--- src/hw/rtl/prip_pkg.sv ---
package prip_pkg;

  typedef enum logic [1:0] {
    OP_APPEND = 2'd0,
    OP_ALIGN  = 2'd1,
    OP_CLEAR  = 2'd2,
    OP_UPLOAD = 2'd3
  } op_t;

  // Register index as decoded from paddr[2].
  typedef enum logic {
    REG_ON_LEVEL   = 1'b0,
    REG_IDLE_LEVEL = 1'b1
  } reg_idx_t;

  localparam int CFG_ADDR_W = 3;

  localparam int ITEM_W    = 16;
  localparam int DUR_W     = 15;
  localparam int LEVEL_BIT = 15;
  localparam logic [DUR_W-1:0] DUR_MAX = 15'h7fff;

endpackage

--- src/hw/rtl/prip_cmd_if.sv ---
interface prip_cmd_if;
  logic        valid;
  logic        ready;
  logic [1:0]  operation;
  logic        on_flag;
  logic [15:0] run_cycles;
  logic [15:0] reference_total;

  modport source (
    output valid, operation, on_flag, run_cycles, reference_total,
    input  ready
  );
  modport sink (
    input  valid, operation, on_flag, run_cycles, reference_total,
    output ready
  );
endinterface

--- src/hw/rtl/prip_rsp_if.sv ---
interface prip_rsp_if;
  logic        valid;
  logic        ready;
  logic [31:0] packed_word;
  logic        last;
  logic [6:0]  item_count;
  logic [31:0] total_ticks;
  logic        overflow;

  modport source (
    output valid, packed_word, last, item_count, total_ticks, overflow,
    input  ready
  );
  modport sink (
    input  valid, packed_word, last, item_count, total_ticks, overflow,
    output ready
  );
endinterface

--- src/hw/rtl/prip_ram.sv ---
module prip_ram #(
  parameter int WIDTH = 16,
  parameter int DEPTH = 126
) (
  input  logic                     clk,
  input  logic                     we,
  input  logic [$clog2(DEPTH)-1:0] waddr,
  input  logic [WIDTH-1:0]         wdata,
  input  logic                     re,
  input  logic [$clog2(DEPTH)-1:0] raddr,
  output logic [WIDTH-1:0]         rdata
);

  logic [WIDTH-1:0] mem [DEPTH];

  always_ff @(posedge clk) begin
    if (we) begin
      mem[waddr] <= wdata;
    end
    if (re) begin
      rdata <= mem[raddr];
    end
  end

endmodule

--- src/hw/rtl/pulse_run_item_packer.sv ---
// Pulse run item packer.
// Commands arrive as beats on cmd (valid/ready); each one gives one or more
// beats on rsp. Append and align add a run to the item store, merging it into
// the last item when the level matches, clear empties the store, and upload
// streams the store as 32-bit words of two items and ends in a terminator
// word, which also holds an odd last item and alone carries last. Every
// other command gives a single beat. The levels are set over the APB port:
// on_level at 0x0, idle_level at 0x4. cmd is taken only while the sequencer
// is idle. A zero-length append or align goes straight to the done state;
// any other passes through the merge state when the store already holds
// items, then the fill state, where the shared min/subtract unit works one
// item per cycle, and then the done state. An upload reads each item in turn
// through the item store's single read port, which has registered output.
// rsp is held in an output register, so the next command is accepted while
// a beat waits; a stalled receiver stops the sequencer only when it has a
// further beat to hand over. Reset empties the store, zeroes the tick total
// and sets on_level to 1 and idle_level to 0; no clearing pass is needed.
module pulse_run_item_packer
  import prip_pkg::*;
#(
  parameter int ITEM_CAPACITY = 126
) (
  input  logic                  clk,
  input  logic                  rst,
  prip_cmd_if.sink              cmd,
  prip_rsp_if.source            rsp,
  input  logic                  psel,
  input  logic                  penable,
  input  logic                  pwrite,
  input  logic [CFG_ADDR_W-1:0] paddr,
  input  logic [31:0]           pwdata,
  output logic [31:0]           prdata,
  output logic                  pready
);

  localparam int AW = $clog2(ITEM_CAPACITY);
  localparam int CW = $clog2(ITEM_CAPACITY + 1);
  localparam logic [CW-1:0] CAP_CNT = CW'(ITEM_CAPACITY);

  typedef enum logic [5:0] {
    S_IDLE     = 6'b000001,
    S_MERGE    = 6'b000010,
    S_FILL     = 6'b000100,
    S_DONE     = 6'b001000,
    S_UP_ISSUE = 6'b010000,
    S_UP_CAP   = 6'b100000
  } state_t;

  state_t state;
  logic              on_level;
  logic              idle_level;
  logic [CW-1:0]     count;
  logic [31:0]       total;
  logic              lost;
  logic [CW-1:0]     ptr;
  logic              half;
  logic              level;
  logic [15:0]       len;
  logic [ITEM_W-1:0] lo;
  logic              out_valid;

  logic              accept;
  logic              level_in;
  logic [15:0]       len_in;
  logic [CW-1:0]     cnt_dec;
  logic [DUR_W-1:0]  room;
  logic [15:0]       lim;
  logic [15:0]       take;
  logic [15:0]       len_rest;
  logic              match;
  logic              slot_free;
  logic              emit;
  logic [31:0]       emit_word;
  logic              emit_last;

  logic              ram_we;
  logic [AW-1:0]     ram_waddr;
  logic [ITEM_W-1:0] ram_wdata;
  logic              ram_re;
  logic [AW-1:0]     ram_raddr;
  logic [ITEM_W-1:0] ram_rdata;

  prip_ram #(
    .WIDTH(ITEM_W),
    .DEPTH(ITEM_CAPACITY)
  ) u_store (
    .clk  (clk),
    .we   (ram_we),
    .waddr(ram_waddr),
    .wdata(ram_wdata),
    .re   (ram_re),
    .raddr(ram_raddr),
    .rdata(ram_rdata)
  );

  assign pready = 1'b1;
  assign prdata = {31'b0, (paddr[2] == REG_IDLE_LEVEL) ? idle_level : on_level};

  assign cmd.ready = (state == S_IDLE);
  assign accept    = cmd.valid && cmd.ready;
  assign level_in  = cmd.on_flag ? on_level : ~on_level;
  assign len_in    = (cmd.operation == OP_ALIGN) ? (cmd.reference_total - total[15:0])
                                                 : cmd.run_cycles;
  assign cnt_dec   = count - CW'(1);
  assign slot_free = !out_valid || rsp.ready;

  // Shared unit: take the smaller of the remaining length and the room left,
  // either in the last stored item or in a fresh one.
  always_comb begin
    room     = DUR_MAX - ram_rdata[DUR_W-1:0];
    lim      = (state == S_MERGE) ? {1'b0, room} : {1'b0, DUR_MAX};
    take     = (len < lim) ? len : lim;
    len_rest = len - take;
    match    = (ram_rdata[LEVEL_BIT] == level);
  end

  always_comb begin
    ram_we    = 1'b0;
    ram_waddr = count[AW-1:0];
    ram_wdata = {level, take[DUR_W-1:0]};
    ram_re    = 1'b0;
    ram_raddr = ptr[AW-1:0];
    case (state)
      S_IDLE: begin
        // Fetch the last item in case the next command merges into it.
        ram_re    = 1'b1;
        ram_raddr = cnt_dec[AW-1:0];
      end
      S_MERGE: begin
        ram_we    = match;
        ram_waddr = cnt_dec[AW-1:0];
        ram_wdata = {level, ram_rdata[DUR_W-1:0] + take[DUR_W-1:0]};
      end
      S_FILL: begin
        ram_we = (len != 16'd0) && (count < CAP_CNT);
      end
      S_UP_ISSUE: begin
        ram_re = (ptr != count);
      end
      default: begin
      end
    endcase
  end

  always_comb begin
    emit      = 1'b0;
    emit_word = 32'd0;
    emit_last = 1'b1;
    case (state)
      S_DONE: begin
        emit = slot_free;
      end
      S_UP_ISSUE: begin
        if (ptr == count) begin
          emit      = slot_free;
          emit_word = {16'd0, idle_level, 15'd0};
        end
      end
      S_UP_CAP: begin
        if (!half) begin
          if (ptr == count) begin
            // Odd count: the last item shares the word with the terminator.
            emit      = slot_free;
            emit_word = {idle_level, 15'd0, ram_rdata};
          end
        end else begin
          emit      = slot_free;
          emit_word = {ram_rdata, lo};
          emit_last = 1'b0;
        end
      end
      default: begin
      end
    endcase
  end

  always_ff @(posedge clk) begin
    if (rst) begin
      state      <= S_IDLE;
      on_level   <= 1'b1;
      idle_level <= 1'b0;
      count      <= '0;
      total      <= 32'd0;
      lost       <= 1'b0;
      ptr        <= '0;
      half       <= 1'b0;
      out_valid  <= 1'b0;
    end else begin
      if (psel && penable && pwrite && pready) begin
        if (paddr[2] == REG_IDLE_LEVEL) begin
          idle_level <= pwdata[0];
        end else begin
          on_level <= pwdata[0];
        end
      end

      if (emit) begin
        out_valid <= 1'b1;
      end else if (rsp.ready) begin
        out_valid <= 1'b0;
      end

      case (state)
        S_IDLE: begin
          if (accept) begin
            lost <= 1'b0;
            case (cmd.operation)
              OP_APPEND, OP_ALIGN: begin
                if (len_in == 16'd0) begin
                  state <= S_DONE;
                end else begin
                  total <= total + {16'd0, len_in};
                  state <= (count != '0) ? S_MERGE : S_FILL;
                end
              end
              OP_CLEAR: begin
                count <= '0;
                total <= 32'd0;
                state <= S_DONE;
              end
              default: begin
                ptr   <= '0;
                half  <= 1'b0;
                state <= S_UP_ISSUE;
              end
            endcase
          end
        end
        S_MERGE: begin
          state <= S_FILL;
        end
        S_FILL: begin
          if (len == 16'd0) begin
            state <= S_DONE;
          end else if (count >= CAP_CNT) begin
            lost  <= 1'b1;
            state <= S_DONE;
          end else begin
            count <= count + CW'(1);
          end
        end
        S_DONE: begin
          if (emit) begin
            state <= S_IDLE;
          end
        end
        S_UP_ISSUE: begin
          if (ptr == count) begin
            if (emit) begin
              state <= S_IDLE;
            end
          end else begin
            ptr   <= ptr + CW'(1);
            state <= S_UP_CAP;
          end
        end
        S_UP_CAP: begin
          if (!half) begin
            if (ptr == count) begin
              if (emit) begin
                state <= S_IDLE;
              end
            end else begin
              half  <= 1'b1;
              state <= S_UP_ISSUE;
            end
          end else if (emit) begin
            half  <= 1'b0;
            state <= S_UP_ISSUE;
          end
        end
        default: begin
          state <= S_IDLE;
        end
      endcase
    end
  end

  // Payload registers.
  always_ff @(posedge clk) begin
    if (accept) begin
      level <= level_in;
      len   <= len_in;
    end else if ((state == S_MERGE && match) || state == S_FILL) begin
      len <= len_rest;
    end
    if (state == S_UP_CAP && !half) begin
      lo <= ram_rdata;
    end
    if (emit) begin
      rsp.packed_word <= emit_word;
      rsp.last        <= emit_last;
      rsp.item_count  <= 7'(count);
      rsp.total_ticks <= total;
      rsp.overflow    <= (state == S_DONE) ? lost : 1'b0;
    end
  end

  assign rsp.valid = out_valid;

endmodule

--- src/flat_wrapper.sv ---
// flat-port wrapper written by rule: the top's interface ports become plain ports
module pulse_run_item_packer_flat import prip_pkg::*;
#(
  parameter int ITEM_CAPACITY = 126
)
  (clk, rst, psel, penable, pwrite, paddr, pwdata, prdata, pready, cmd_valid, cmd_operation, cmd_on_flag, cmd_run_cycles, cmd_reference_total, cmd_ready, rsp_valid, rsp_packed_word, rsp_last, rsp_item_count, rsp_total_ticks, rsp_overflow, rsp_ready);
  prip_cmd_if cmd_i ();
  prip_rsp_if rsp_i ();
  input  logic clk;
  input  logic rst;
  input  logic psel;
  input  logic penable;
  input  logic pwrite;
  input  logic [CFG_ADDR_W-1:0] paddr;
  input  logic [31:0] pwdata;
  output logic [31:0] prdata;
  output logic pready;
  input wire logic [$bits(cmd_i.valid)-1:0] cmd_valid;
  input wire logic [$bits(cmd_i.operation)-1:0] cmd_operation;
  input wire logic [$bits(cmd_i.on_flag)-1:0] cmd_on_flag;
  input wire logic [$bits(cmd_i.run_cycles)-1:0] cmd_run_cycles;
  input wire logic [$bits(cmd_i.reference_total)-1:0] cmd_reference_total;
  output wire logic [$bits(cmd_i.ready)-1:0] cmd_ready;
  output wire logic [$bits(rsp_i.valid)-1:0] rsp_valid;
  output wire logic [$bits(rsp_i.packed_word)-1:0] rsp_packed_word;
  output wire logic [$bits(rsp_i.last)-1:0] rsp_last;
  output wire logic [$bits(rsp_i.item_count)-1:0] rsp_item_count;
  output wire logic [$bits(rsp_i.total_ticks)-1:0] rsp_total_ticks;
  output wire logic [$bits(rsp_i.overflow)-1:0] rsp_overflow;
  input wire logic [$bits(rsp_i.ready)-1:0] rsp_ready;
  assign cmd_i.valid = cmd_valid;
  assign cmd_i.operation = cmd_operation;
  assign cmd_i.on_flag = cmd_on_flag;
  assign cmd_i.run_cycles = cmd_run_cycles;
  assign cmd_i.reference_total = cmd_reference_total;
  assign cmd_ready = cmd_i.ready;
  assign rsp_valid = rsp_i.valid;
  assign rsp_packed_word = rsp_i.packed_word;
  assign rsp_last = rsp_i.last;
  assign rsp_item_count = rsp_i.item_count;
  assign rsp_total_ticks = rsp_i.total_ticks;
  assign rsp_overflow = rsp_i.overflow;
  assign rsp_i.ready = rsp_ready;
  pulse_run_item_packer #(.ITEM_CAPACITY(ITEM_CAPACITY)) u_core (.clk(clk), .rst(rst), .cmd(cmd_i), .rsp(rsp_i), .psel(psel), .penable(penable), .pwrite(pwrite), .paddr(paddr), .pwdata(pwdata), .prdata(prdata), .pready(pready));
endmodule
--- config.mk ---
export PLATFORM = sky130hd
export DESIGN_NAME = pulse_run_item_packer_flat
export DESIGN_NICKNAME = d
export VERILOG_FILES = /design/src/hw/rtl/prip_pkg.sv /design/src/hw/rtl/prip_cmd_if.sv /design/src/hw/rtl/prip_rsp_if.sv /design/src/hw/rtl/prip_ram.sv /design/src/hw/rtl/pulse_run_item_packer.sv /design/src/flat_wrapper.sv
export SDC_FILE = /design/constraint.sdc
export NUM_CORES = 2
export LEC_CHECK = 0
export ABC_AREA = 1
export BUFFER_PORTS_ARGS = -buffer_cell sky130_fd_sc_hd__buf_2
export CAP_MARGIN = 20
export CORE_MARGIN = 3
export CORE_UTILIZATION = 65
export CTS_CLUSTER_SIZE = 24
export DETAILED_ROUTE_END_ITERATION = 12
export PLACE_DENSITY = 0.79
export SLEW_MARGIN = 5
export SYNTH_ARGS = -nofsm -noshare
export SYNTH_HDL_FRONTEND = slang
export SYNTH_SLANG_ARGS = --single-unit
--- constraint.sdc ---
create_clock -name clk -period 21.2 [get_ports clk]
set_input_delay 3.18 -clock clk [delete_from_list [all_inputs] [get_ports clk]]
set_output_delay 3.18 -clock clk [all_outputs]
set_load 0.05 [all_outputs]
# Word level (Yosys, flattened, before mapping)
# Memory sizes are Yosys's and may differ from the RTL's. A register that Yosys moved wholly into a read port is not among the register bits.
# Cells that the tools add are included.
# W data, S select, Z words.
# classes
n_bitwise,2
n_reduce_logical,31
eq_ne,21
muxes,57
magnitude_cmp,3
add_sub_neg,8
# ops
operator,count
$pmux W32 S2,2
$mux W32,3
$mux W16,5
$mux W7,9
$mux W6,9
$pmux W6 S6,1
$add A32 B16 Y32,1
$logic_not A16 Y1,2
$sub A16 B16 Y16,2
$mux W15,2
$pmux W7 S2,2
$mux W1,17
$lt A16 B16 Y1,1
$reduce_bool A16 Y1,1
$add A15 B15 Y15,1
$sub A15 B15 Y15 const A,1
$add A7 B1 Y7 const B,2
$ne A2 B2 Y1 const B,7
$pmux W6 S2,1
$reduce_and A4 Y1,3
$reduce_bool A2 Y1,6
$pmux W1 S2,4
$eq A7 B7 Y1,1
$ge A7 B7 Y1 const B,1
other kinds (28),38
# word_totals
output_inout_bits,108
input_bits,77
n_memories,1
ramBits,2016
wordCells,140
ff_bits,163
# memory_table
name,depth,word_bits,rd,rd_clocked_by_memory_dff,write_ports,line_no,source
u_core.u_store.mem,126,16,1,1,1,prip_ram.sv:14,logic [WIDTH-1:0] mem [DEPTH];

# Depth between registers and ports, before layout
# logic_depth
word_depth,9
depth_mapped,34
depth_no_buf,30

# Modules after synthesis
# Synthesis repeated with hierarchy kept, for this count alone.
# unflattened
hier_cells,8292
hier_area_um2,93513.4
# modules_own_cells
module,instances,seq_area_each_um2,cells_per_inst,area_per_inst_um2
prip_ram,1,61018.5,6778,82072.5
pulse_run_item_packer,1,4324.1,1514,11441.0

# Least setup slack after synthesis
# No wires, ideal clock.
# synth_timing
path_kind,register to register
from,reg u_core.state[1]
to,mem u_core.u_store.mem[0][9] (data pin)
t_arrival_ps,9495
required_ps,19991
slack_ps,10496
synth_period_minus_slack_ps,10704
setup_time_ps,1209
path_stages_with_launch,28
n_path_buf,5
path_cell_list,dfxtp_1 -> inv_1 -> nor2_2 -> nand3_1 -> clkbuf_1 -> buf_1 -> nor2_1 -> ha_1 -> a21oi_1 -> o21ai_0 -> nor3_1 -> nand2_4 -> buf_6 -> buf_2 -> buf_2 -> nor2_1 -> a31oi_1 -> ha_1 -> a21oi_1 -> and2_1 -> or2_2 -> o21ai_0 -> a21boi_0 -> nor2_1 -> o21ai_0 -> nand2_1 -> nor2_1 -> o31ai_1
# synth_between
elab_chain_len,6
# synth_rtl
element,line_no,source
from (decl),pulse_run_item_packer.sv:49,state_t state;
from (signal assigned),pulse_run_item_packer.sv:213,state <= (count != '0) ? S_MERGE : S_FILL;
$eq A6 B2 Y1 *,"pulse_run_item_packer.sv:111, pulse_run_item_packer.sv:123",
$mux W15,pulse_run_item_packer.sv:111,"lim = (state == S_MERGE) ? {1'b0, room} : {1'b0, DUR_MAX};"
$lt A16 B16 Y1,pulse_run_item_packer.sv:112,take = (len < lim) ? len : lim;
$mux W16,pulse_run_item_packer.sv:112,
$add A15 B15 Y15,pulse_run_item_packer.sv:132,"ram_wdata = {level, ram_rdata[DUR_W-1:0] + take[DUR_W-1:0]};"
$mux W15 *,pulse_run_item_packer.sv:123,case (state)
via u_core.ram_wdata[9],pulse_run_item_packer.sv:78,logic [ITEM_W-1:0] ram_wdata;
to (decl),prip_ram.sv:14,
# The timed path passes the listed nets; every way through them passes the cells marked *.

# Worst setup path in the final report
# layout_timing
from,reg u_core.state[1]
to,mem u_core.u_store.mem[35][12] (data pin)
# The elaborated chain is that of the path after synthesis.

==> results by group <==
Timing
  – Fin. Hold Viols: 0
  – Setup violators final: 0
  – Fmax: 140 MHz
  – Final slew viol count: 0
  – Setup Skew: 0.0360 ns
  – Max-slew headroom: 10.4%
  – Period minus WS final: 7.12 ns
  – RSZ-0062 raised after global routing: no
  – Final Cycle Share: 33.6%
  – Final setup TNS: 0 ns
  – Worst-Margin Slew: 1.34 ns

Floorplanning
  – Core ar.: 138000 um^2
  – Die Area: 145000 um^2
  – Die width: 380 um
  – Row count: 136
  – Num ports: 185
  – Die H: 380 um
  – Initial Util: 65.8%

Critical path
  – CP Buf/Inv Count: 3
  – WS Path Type: reg2reg
  – Crit. Startpoint: u_core.state[1]
  – CP arrival: 7.63 ns
  – Worst r2r src: u_core.state[1]
  – Critical path endpoint: u_core.u_store.mem[35][12]
  – End of the worst register-to-register path: u_core.u_store.mem[35][12]
  – WP depth: 27
  – CP max FO: 67
  – R2r setup slk: 14.08 ns
  – CP Capture Type: register
  – Crit start category: register
  – Worst-path cell with the longest stage delay: buf_4
  – Crit path top cell by count: nor2_1
  – Critical Path RT: 21.71 ns
  – Depth of the worst register-to-register path: 27
  – Max stage delay on crit path: 0.65 ns
  – Top delay family on crit path: simple AND/OR/NAND/NOR gates

Worst hold path
  – Hold Path Class: reg2reg

Yosys
  – Cells after synthesis: 7601
  – Synth Register Bits: 2195
  – Synth Flop Type: edfxtp_1
  – Register area share after synthesis: 71.7%
  – Asr flop ratio synth: 0%
  – Number of synthesized flops with an enable pin: 2138
  – Post-Syn Area per Cell: 12.0 um^2
  – Netlist cell types: 56
  – Post-Syn Area: 91100 um^2
  – YS warnings: 0

GRT
  – Total gr overflow: 0
  – Initial antenna violation count: 6
  – Vias in the first global route: 59200
  – Largest net degree at the start of global routing: 230
  – First-pass GRT wire length: 359 mm
  – Total track usage: 32.7%

CTS
  – CTS clk-pin slew, worst paths: 0.06 ns
  – CTS root buffer: clkbuf_16
  – Clock sinks: 2195
  – CTS tree: built
  – H-tree lvl count: 4
  – Post-CTS setup buffers: 0
  – CTS Buffer Depth: 3
  – Post-CTS Resized: 0
  – CTS Hold Bufs: 0
  – Clock Latency Late Sink: 0.85 ns
  – CTS buffer count: 206

Run status
  – Outcome: completed

Finish
  – Layout cells sized above 1: 8.73%
  – Filler Cell Count: 8698
  – P&R area growth vs syn: 10.1%
  – Register area: 65300 um^2
  – Nets: 7802
  – Area taken by multi-input logic gates: 22900 um^2

Run
  – Max_cap viols: 0

Route
  – DR vias: 63600
  – Remaining DRCs: 0
  – DR iter-0 viols: 9858
  – Drt first pass iters: 6
  – DRT Wirelength: 242 mm
  – WL/cell: 25.0 um
  – Antenna Nets Post-Route: 0
  – Via-to-Cell Ratio: 6.57

Placed design
  – Placer Congestion: 0.948
  – I/O Buffers: 119
  – DP HPWL: 134 mm
-- tightest hold or removal path, delay by kind of cell (launching register included) --
kind	cells	cell delay, ns
AOI/OAI and AO/OA	1	0.05
DFF	1	0.31
and+or+nand+nor	1	0.06
-- per-stage QoR --
stage,std cells,util [%],cell area [um^2],hold WS [ns],setup slack (ns)
3_3_place_gp,9307,67.8,93800,0.453,13.93
2_1_floorplan,7631,-,91200,0.403,10.50
6_report,9692,72.5,100000,0.463,14.08
5_1_grt,9691,72.5,100000,0.474,13.63
4_1_cts,9690,72.5,100000,0.458,14.21
3_5_place_dp,9308,67.8,93800,0.451,13.94
-- metal layers --
| layer | routed length (um) | up-vias | GRT usage, % |
|---|---|---|---|
| met5 | 73 | - | 0 |
| met4 | 10600 | 6 | 13.6 |
| met3 | 32400 | 651 | 7.39 |
| met2 | 111000 | 4711 | 49.8 |
| met1 | 88200 | 30500 | 46.1 |
| li1 | - | 27800 | - |
-- Yosys cell counts (4+ instances only) --
cell type | number | area (um^2)
dfxtp_1 | 57 | 1140
nor4_1 | 8 | 50.1
nand3_1 | 201 | 1010
o22ai_1 | 611 | 3820
o21ai_0 | 1221 | 6110
o21ai_1 | 143 | 716
a21oi_1 | 110 | 551
o21bai_1 | 6 | 45.0
clkbuf_1 | 338 | 1270
xor2_1 | 38 | 333
edfxtp_1 | 2138 | 64200
nand4_1 | 21 | 131
buf_2 | 93 | 465
or2_2 | 10 | 62.6
nor3_1 | 33 | 165
o211ai_1 | 18 | 135
a31oi_1 | 11 | 68.8
ha_1 | 69 | 863
nand2_1 | 538 | 2020
nor2_1 | 1526 | 5730
o31ai_1 | 6 | 45.0
inv_1 | 231 | 867
inv_2 | 5 | 18.8
xnor2_1 | 19 | 166
nand3_2 | 10 | 100
nand2_2 | 6 | 37.5
nor3b_1 | 5 | 37.5
o21a_1 | 4 | 30.0
buf_1 | 27 | 101
nor2_2 | 6 | 37.5
buf_4 | 52 | 390
-- logic make-up after synthesis --
group           after synthesis  synth area share (%)
flops                      2195                  71.7
xor+xnor                     57                 0.548
other cells                   2               0.00824
buf+inv                     752                  3.47
simple gates               2378                  10.4
compound gates             2145                  12.8
fa+ha+maj                    72                  1.01
-- cell usage in the layout, fill, tap and decap left out, drive strengths merged, types with 3 or more instances in the layout --
master	synthesis	routed
a21oi	111	111
nor3	34	34
nand4	22	22
nor4	8	8
xor2	38	38
nand3	211	211
o21a	4	4
xnor2	19	19
a31oi	11	11
a21o	3	3
nor3b	5	5
o211ai	18	18
buf	175	327
inv	237	243
clkbuf	338	259
nand2	546	546
edfxtp	2138	2138
nor2	1535	1535
clkinvlp	0	6
dfxtp	57	57
clkinv	2	102
bufinv	0	11
ha	69	69
o31ai	6	6
fa	3	3
conb	2	32
or2	11	11
o22ai	611	611
o21ai	1366	1366
o21bai	7	7
-- cell type report --
| class | count | area share, % |
|---|---|---|
| inverter | 239 | 0.941 |
| sequential | 2195 | 65.2 |
| multi-input combinational | 4684 | 22.8 |
| antenna | 2 | 0.00499 |
| clock inverter | 123 | 1.04 |
| timing repair buffer | 327 | 2.26 |
| clock buffer | 259 | 5.43 |
| tap | 1863 | 2.32 |
-- sequential cells by signal, summed over array words and instances, names as in the netlist, 6 cells and up --
| signal | flops |
|---|---|
| u_core.count | 7 |
| u_core.len | 16 |
| u_core.lo | 16 |
| u_core.ptr | 7 |
| u_core.rsp.item_count | 7 |
| u_core.rsp.packed_word | 32 |
| u_core.rsp.total_ticks | 32 |
| u_core.state | 6 |
| u_core.total | 32 |
| u_core.u_store.mem | 2016 |
| u_core.u_store.rdata | 16 |
-- worst min-delay path by stage --
stage                          start                          to  slack, ns  depth (start not counted)
global placement    u_core.total[30]  u_core.rsp.total_ticks[30]       0.45                          0
finish                   u_core.lost                 u_core.lost       0.46                          2
global route        u_core.total[30]  u_core.rsp.total_ticks[30]       0.47                          0
floorplan            u_core.count[2]    u_core.rsp.item_count[2]       0.40                          0
detailed placement       u_core.lost                 u_core.lost       0.45                          2
CTS                 u_core.total[30]  u_core.rsp.total_ticks[30]       0.46                          0
Power is not shown: default switching activity piles up to over one toggle a cycle in this logic, so the estimate is an artifact.
